==> config.mk <==
export PLATFORM = sky130hd
export DESIGN_NAME = sckt_cell
export DESIGN_NICKNAME = d
export VERILOG_FILES = /design/src/rtl/core/sorted_counted_key_table_defines.svh /design/src/rtl/core/sckt_pkg.sv /design/src/rtl/core/sckt_cell.sv
export SDC_FILE = /design/constraint.sdc
export NUM_CORES = 1
export LEC_CHECK = 0
export CAP_MARGIN = 25
export CORE_AREA = 2 2 81 83
export DETAILED_ROUTE_END_ITERATION = 7
export DIE_AREA = 0 0 83 85
export DONT_BUFFER_PORTS = 1
export PLACE_DENSITY = 0.67
export SETUP_SLACK_MARGIN = 0.1
export SYNTH_ARGS = -nofsm -noshare
export SYNTH_HDL_FRONTEND = slang
export SYNTH_SLANG_ARGS = --single-unit
==> constraint.sdc <==
create_clock -name clk_i -period 3.1 [get_ports clk_i]
set_clock_uncertainty 0.15 [all_clocks]
set_input_delay 0.62 -clock clk_i [delete_from_list [all_inputs] [get_ports clk_i]]
set_output_delay 0.62 -clock clk_i [all_outputs]
set_load 0.1 [all_outputs]
==> src/rtl/core/sorted_counted_key_table_defines.svh <==
// Assertion macros for the sorted counted key table.
// Included by the RTL files that carry concurrent assertions; no other dependencies.
// The macros expect the including module to have clk_i and rst_ni in scope.
`ifndef SORTED_COUNTED_KEY_TABLE_DEFINES_SVH
`define SORTED_COUNTED_KEY_TABLE_DEFINES_SVH

`ifndef SYNTH

// Property checked on every rising edge outside reset.
`define SCKT_ASSERT(name, prop, msg) \
  name: assert property (@(posedge clk_i) disable iff (!rst_ni) (prop)) else $error(msg);

// Implication checked on every rising edge outside reset.
`define SCKT_ASSERT_IMPLY(name, ante, cons, msg) \
  name: assert property (@(posedge clk_i) disable iff (!rst_ni) (ante) |-> (cons)) \
    else $error(msg);

// Implication whose consequence is checked in the next cycle.
`define SCKT_ASSERT_NEXT(name, ante, cons, msg) \
  name: assert property (@(posedge clk_i) disable iff (!rst_ni) (ante) |=> (cons)) \
    else $error(msg);

`else

`define SCKT_ASSERT(name, prop, msg)
`define SCKT_ASSERT_IMPLY(name, ante, cons, msg)
`define SCKT_ASSERT_NEXT(name, ante, cons, msg)

`endif

`endif

==> src/rtl/core/sckt_pkg.sv <==
// Package for the sorted counted key table: request and response types,
// command and status codes, cell control and status structs. No dependencies.

package sckt_pkg;

  // Command codes of a request.
  typedef enum logic [1:0] {
    CMD_INSERT = 2'd0,
    CMD_REMOVE = 2'd1,
    CMD_READ   = 2'd2,
    CMD_NOP    = 2'd3
  } cmd_e;

  // Status codes of a response.
  typedef enum logic [1:0] {
    STS_OK        = 2'd0,
    STS_NOT_FOUND = 2'd1,
    STS_FULL      = 2'd2,
    STS_RANGE     = 2'd3
  } status_e;

  // Top-level control states.
  typedef enum logic {
    ST_IDLE   = 1'b0,
    ST_UPDATE = 1'b1
  } state_e;

  localparam int unsigned KeyCoordW = 12;
  localparam int unsigned PosW      = 8;
  localparam int unsigned OccW      = 9;
  localparam int unsigned CountOutW = 24;

  // A key packed so that an unsigned compare is the lexicographic order.
  typedef struct packed {
    logic [KeyCoordW-1:0] x;
    logic [KeyCoordW-1:0] n;
    logic                 folded;
  } key_t;

  typedef struct packed {
    cmd_e                 command;
    logic [KeyCoordW-1:0] key_x;
    logic [KeyCoordW-1:0] key_n;
    logic                 key_folded;
    logic [PosW-1:0]      read_index;
  } req_t;

  typedef struct packed {
    status_e              status;
    logic [OccW-1:0]      occupancy;
    logic [PosW-1:0]      position;
    logic [KeyCoordW-1:0] entry_x;
    logic [KeyCoordW-1:0] entry_n;
    logic                 entry_folded;
    logic [CountOutW-1:0] entry_count;
  } rsp_t;

  // Broadcast control from the sequencer to every cell.
  typedef struct packed {
    logic cmp_en;   // compare the incoming key against the stored one
    logic ins_new;  // open a gap at the boundary and load the new key
    logic del;      // close the gap at the boundary
    logic wr_cnt;   // rewrite the count of the boundary cell
  } cell_ctrl_t;

  // Flags a cell reports to its neighbour and to the sequencer.
  typedef struct packed {
    logic at;     // this cell sits at or after the insertion point
    logic first;  // this cell is the insertion point
    logic eq;     // stored key equals the compared key
  } cell_stat_t;

endpackage

==> src/rtl/core/sckt_cell.sv <==
// One cell of the sorted key chain: holds a key and its count, compares,
// and shifts to or from its neighbours. Depends on sckt_pkg.

module sckt_cell #(
  parameter int unsigned COUNT_WIDTH = 24
) (
  input  logic                    clk_i,
  input  logic                    rst_ni,
  input  sckt_pkg::cell_ctrl_t    ctrl_i,
  input  logic                    occupied_i,
  input  sckt_pkg::key_t          new_key_i,
  input  logic [COUNT_WIDTH-1:0]  new_count_i,
  input  logic                    prev_at_i,
  input  sckt_pkg::key_t          prev_key_i,
  input  logic [COUNT_WIDTH-1:0]  prev_count_i,
  input  sckt_pkg::key_t          next_key_i,
  input  logic [COUNT_WIDTH-1:0]  next_count_i,
  output sckt_pkg::key_t          key_o,
  output logic [COUNT_WIDTH-1:0]  count_o,
  output sckt_pkg::cell_stat_t    stat_o
);
  import sckt_pkg::*;

  key_t                   key_q, key_d;
  logic [COUNT_WIDTH-1:0] count_q, count_d;
  logic                   at_q, at_d;
  logic                   eq_q, eq_d;
  logic                   first;

  // The insertion point is the first cell of the run that is at or after it.
  assign first = at_q & ~prev_at_i;

  // Compare flags are taken when a request is accepted.
  always_comb begin
    at_d = at_q;
    eq_d = eq_q;
    if (ctrl_i.cmp_en) begin
      at_d = ~occupied_i | (new_key_i >= key_q);
      eq_d = occupied_i & (new_key_i == key_q);
    end
  end

  // Stored entry: load, shift from either neighbour or rewrite the count.
  always_comb begin
    key_d   = key_q;
    count_d = count_q;
    if (ctrl_i.ins_new) begin
      if (first) begin
        key_d   = new_key_i;
        count_d = COUNT_WIDTH'(1);
      end else if (at_q) begin
        key_d   = prev_key_i;
        count_d = prev_count_i;
      end
    end else if (ctrl_i.del) begin
      if (at_q) begin
        key_d   = next_key_i;
        count_d = next_count_i;
      end
    end else if (ctrl_i.wr_cnt && first) begin
      count_d = new_count_i;
    end
  end

  always_ff @(posedge clk_i or negedge rst_ni) begin
    if (!rst_ni) begin
      at_q <= 1'b0;
      eq_q <= 1'b0;
    end else begin
      at_q <= at_d;
      eq_q <= eq_d;
    end
  end

  always_ff @(posedge clk_i) begin
    key_q   <= key_d;
    count_q <= count_d;
  end

  assign key_o        = key_q;
  assign count_o      = count_q;
  assign stat_o.at    = at_q;
  assign stat_o.first = first;
  assign stat_o.eq    = eq_q;

endmodule

==> results of run 1 <==
-- path summary, 6_finish.rpt --
kind                                   from                  end  slack [ns]  cells after the start
max                        at_q$_DFFE_PN0P_            stat_o[1]        0.84                      2
min                               ctrl_i[3]     eq_q$_DFFE_PN0P_        0.27                      1
max reg2reg                at_q$_DFFE_PN0P_  key_o[16]$_DFFE_PP_        1.06                      4
min reg2reg                at_q$_DFFE_PN0P_     at_q$_DFFE_PN0P_        0.52                      2
max in group asynchronous            rst_ni     eq_q$_DFFE_PN0P_        2.28                      1
min in group asynchronous            rst_ni     at_q$_DFFE_PN0P_        0.40                      1
-- layer usage --
metal,track usage [%],up-vias
li1,-,1188
met1,24.3,1080
met2,37.8,124
met3,6.42,2
met4,4.02,0
met5,0,-
-- cell type report --
| class | count | area (um2) |
|---|---|---|
| Multi-Input combinational cell | 216 | 1530 |
| Clock buffer | 6 | 72.6 |
| Inverter | 26 | 97.6 |
| Timing Repair Buffer | 33 | 250 |
| Sequential cell | 51 | 1520 |
| Tap cell | 77 | 96.3 |
| Clock inverter | 2 | 12.5 |
| Fill cell | 546 | 2620 |
-- power groups by stage --
stage               sequential (mW)  clock (mW)  combinational (mW)
detailed placement             1.29           0               0.694
finish                         1.27       0.377               0.690
global placement               1.29           0               0.682
global route                   1.28       0.415               0.735
floorplan                      1.57           0               0.298
CTS                            1.27       0.392               0.697
-- kinds of logic (layout without fill, tap and decap cells) --
family	Yosys count	after routing
and+or+nand+nor	73	73
AOI/OAI and AO/OA	70	70
DFF	51	51
buffers and inverters	49	67
muxes	48	48
adders and majority gates	25	25
-- worst reg2reg max path: stages (launching register included) --
cell     delay, ns
dfrtp_1       0.46
nor2b_4       0.37
buf_4         0.45
mux2i_1       0.28
a21oi_1       0.09
-- flip-flops by register name, summed over array words and instances (netlist names) --
name	count
count_o	24
eq_q	1
key_o	25
at_q	1
-- timing repair --
item | in CTS | in global routing
hold buffers | 1 | 0
hold endpoints to repair | 2 | 0
setup endpoints to repair | 0 | 0
-- cells in the mapped netlist, types with 2 or more instances --
master	number
edfxtp_1	49
mux2i_1	48
a21oi_1	34
nor2_1	30
inv_1	26
nand2_1	26
ha_1	25
o22ai_1	24
buf_4	8
clkbuf_1	8
buf_2	7
nand3_1	4
nand4_1	4
a21o_1	3
nor2b_1	3
a211oi_1	2
and4_1	2
dfrtp_1	2
o21ai_0	2
==> metrics, run 1 <==
status finished, final reports clean; top-area cell type share of the netlist area 45.0%; grt total ovfl 0; post-synthesis sequential area ratio 46.6%; most frequent cells in the layout edfxtp_1 (49), mux2i_1 (48), a21oi_1 (34); clock network power share 16.1%; Arr. time, crit path 1.49 ns; synth unique cells 28; Post-CTS Setup Inserts 0; vias 2394; final setup violation count 0; worst slack, placed 0.942 ns; final RePlAce weighted congestion 0.773; HPWL after DPL 5.91 mm; DR WL/cell 18.7 um; adder-cell share of the synthesized area 9.57%; Final Instance Area 3580 um2; Total Power 2.34 mW; Routed Wire Length 7.69 mm; slew margin rel. 37.6%; full die area 7060 um2; final cell utilization of the core 57.7%; CP Max Fanout 13; WL met3 686 um; CP bufs+invs 1; worst setup margin 0.837 ns; Slew @ Worst Pin 0.938 ns; syn_area_per_cell 10.3 um2; Reg clk slew, reported paths 0.09 ns; RSZ-0062 raised after global routing no; sequential power share 54.4%; startpoint types register; top sig layer met4; row cnt 29; vias per inst 5.82; Synth Register Bits 51; Tightest Hold Check Type in2reg; Port Buffers 0; DRT Pass-1 Iters 4; mux contribution to synthesized area 14.7%; fraction of registers with async set/reset 3.92%; P_int 1.23 mW; Net Sw Frac 47.4%; nets 513; Final period util 73.0%; Inserted Diodes 0; Synth Area in Simple Gates 9.96%; Slew Viols, Final 0; Gate Count Post-Synth 316; Cell Area, Placed 3490 um2; Max Cap Violations 0; Critical Path Sink Type output pin; clk sinks 51; Clock Latency Late Sink 0.30 ns; Fmax achieved 442 MHz; Main synth FF type edfxtp_1; mapped cell area 3270 um2; I/O Pins 207; maximum number of pins on one net before global-route repair 100; Power Density 653 nW/um2; CTS H-Tree Depth 2; core box area 6200 um2; CTS tree built; Syn Nets 496; post-route ant nets 0; post-layout minimum cycle time 2.26 ns; CP max stage cell dfrtp_1; Final Hold Vio Count 0; crit-path cells nor2b_4 > buf_4; sw power 1.11 mW; main combinational cell family by area after synthesis multiplexers; P&R area growth vs syn 9.61%; routed wl met2 3.92 mm; setup TNS 0 ns; Layout Cells excl Fill 411; Max Buffers Root-to-Sink 2; Max VDD drop 0.415 mV; Chip Width 83 um; P_leak 1.57 nW; global-route wire length before repair 11.7 mm; share of cells above drive strength 1 12.0%; Root Driver clkbuf_8; CP Data Required Time 2.33 ns; initial antenna violation count 0; initial core utilization 52.7%; number of synthesized flops with an enable pin 49; M1 WL 3.05 mm; Synth Area in Compound Gates 12.4%; commonest non-fill, non-tap cell in the layout edfxtp_1; placed insts 402; Synth area leaders edfxtp_1 (45%), mux2i_1 (15%), ha_1 (9.6%); Total GRT Usage 20.7%; Syn. warnings 0; combinational share of power 29.5%; Post-Synth XOR/XNOR Area 0%; DRC viols 0; die height 85 um; DRT iter0 DRCs 80; family with the most delay on the worst path flip-flops; CTS resizes 0; Fin Hold WS 0.274 ns; vias in the first global route 2400; Setup CP Type reg2out; area leader, netlist edfxtp_1; CTS buffer count 5; crit-path max cell delay 0.46 ns
(Power assumes the default switching activity.)
==> run 2, diff against run 1 <==
--- a/config.mk
+++ b/config.mk
@@ -10,7 +10,7 @@
 export DETAILED_ROUTE_END_ITERATION = 7
 export DIE_AREA = 0 0 83 85
 export DONT_BUFFER_PORTS = 1
-export PLACE_DENSITY = 0.67
+export PLACE_DENSITY = 0.7
 export SETUP_SLACK_MARGIN = 0.1
 export SYNTH_ARGS = -nofsm -noshare
 export SYNTH_HDL_FRONTEND = slang
==> constraint.sdc (replaced) <==
create_clock -name clk_i -period 1.94 [get_ports clk_i]
set_clock_uncertainty 0.15 [all_clocks]
set_input_delay 0.388 -clock clk_i [delete_from_list [all_inputs] [get_ports clk_i]]
set_output_delay 0.388 -clock clk_i [all_outputs]
set_load 0.1 [all_outputs]
==> metrics, run 2 (synthesis gave the netlist of run 1 again) <==
CP Max Fanout 3; CP Data Required Time 2.01 ns; P&R area growth vs syn 19.7%; grt total ovfl 0; worst reg2reg endpoint at_q$_DFFE_PN0P_; I/O Pins 207; DRC viols 0; worst setup path startpoint key_o[20]$_DFFE_PP_; HPWL after DPL 6.09 mm; DRT Pass-1 Iters 4; DRT iter0 DRCs 89; core box area 6200 um2; Setup CP Type reg2reg; initial antenna violation count 0; status finished, final reports clean; max FFs per register 25; slew margin rel. 76.7%; Final period util 94.4%; CTS tree built; Slew Viols, Final 0; Root Driver clkbuf_8; share of cells above drive strength 1 22.7%; nets 540; P_leak 1.71 nW; number of cells on the worst reg-to-reg path 7; Max VDD drop 0.615 mV; CTS buffer count 5; post-route ant nets 0; Total GRT Usage 21.5%; die height 85 um; commonest non-fill, non-tap cell in the layout buf_4; Tightest Hold Check Type in2reg; DR WL/cell 17.7 um; Final Instance Area 3910 um2; Clock Latency Late Sink 0.30 ns; placed insts 426; maximum number of pins on one net before global-route repair 100; Layout Cells excl Fill 438; vias 2525; vias per inst 5.76; initial core utilization 52.7%; Cell Area, Placed 3750 um2; CTS H-Tree Depth 2; row cnt 29; Max Buffers Root-to-Sink 2; Power Density 1000 nW/um2; most frequent cells in the layout buf_4 (57), edfxtp_1 (49), mux2i_1 (48); post-layout minimum cycle time 1.83 ns; FF-to-FF Start key_o[20]$_DFFE_PP_; final RePlAce weighted congestion 0.777; Chip Width 83 um; flop-to-flop setup slack 0.11 ns; worst setup margin 0.109 ns; startpoint types register; worst slack, placed 0.121 ns; vias in the first global route 2453; Reg clk slew, reported paths 0.09 ns; final setup violation count 0; Inserted Diodes 0; Fmax achieved 546 MHz; clk sinks 51; Routed Wire Length 7.76 mm; Arr. time, crit path 1.90 ns; RSZ-0062 raised after global routing yes; global-route wire length before repair 12.1 mm; Final Hold Vio Count 0; Critical Path Sink Type register; Port Buffers 0; Max Cap Violations 0; crit path capture at_q$_DFFE_PN0P_; full die area 7060 um2; Slew @ Worst Pin 0.345 ns
==> run 2: cell types whose count changed in the layout (fill, tap and decap cells not counted), moves of 2 or more <==
cell,change
buf_12,+2
buf_4,+25
clkinv_4,+2
ha_1,-6
ha_4,+6
inv_1,-4
inv_2,+4
==> run 2: worst min path at each step <==
stage / from / endpoint / slack, ns / depth (start not counted)
after floorplan: rst_ni / at_q$_DFFE_PN0P_ / -0.06 / 0
after global placement: rst_ni / eq_q$_DFFE_PN0P_ / -0.06 / 0
after detailed placement: rst_ni / eq_q$_DFFE_PN0P_ / -0.06 / 0
after CTS: ctrl_i[3] / eq_q$_DFFE_PN0P_ / 0.03 / 1
after global routing: ctrl_i[3] / eq_q$_DFFE_PN0P_ / 0.04 / 1
final: ctrl_i[3] / eq_q$_DFFE_PN0P_ / 0.03 / 1
==> run 2: layer usage <==
layer	up-vias	GRT usage, %	routed length (um)
met3	11	5.54	566
met2	117	37.8	3960
met4	0	6.56	122
li1	1242	-	-
met1	1155	26.3	3110
met5	-	0	0
==> run 2: area by class of cell <==
class | count | area [um2]
Fill cell | 538 | 2290
Multi-Input combinational cell | 216 | 1630
Sequential cell | 51 | 1520
Timing Repair Buffer | 60 | 478
Inverter | 26 | 97.6
Tap cell | 77 | 96.3
Clock buffer | 6 | 72.6
Clock inverter | 2 | 17.5
==> run 2: where the power goes <==
group	switching [mW]	leakage [nW]	internal [mW]
registers	0.0604	0.513	1.40
clock network	0.347	0.0454	0.259
logic	1.40	1.15	0.439
==> run 2: timing repair <==
action,4_1_cts,5_1_grt
setup endpoints to repair,1,1
pin swaps,2,7
gates cloned,0,0
hold buffers,1,0
endpoints found under the hold margin,2,0
buffers inserted,1,2
resized for setup,1,3
==> run 2: per-stage QoR <==
step | total power, mW | setup TNS (ns) | util, % | hold slack [ns]
3_3_place_gp | 3.29 | 0 | 60.5 | -0.0575
3_5_place_dp | 3.32 | 0 | 60.5 | -0.0575
2_1_floorplan | 3.00 | -0.554 | - | -0.0576
4_1_cts | 3.93 | 0 | 62.3 | 0.0272
6_report | 3.91 | 0 | 63.0 | 0.0332
5_1_grt | 4.07 | 0 | 63.0 | 0.0383
==> run 2: worst max-delay path: stages (launching register included) <==
cell and delay [ns]:
edfxtp_1 0.38, inv_2 0.05, ha_4 0.26, nand4_1 0.12, and4bb_1 0.34, nand3_2 0.08
and4b_1 0.18, a31oi_1 0.17
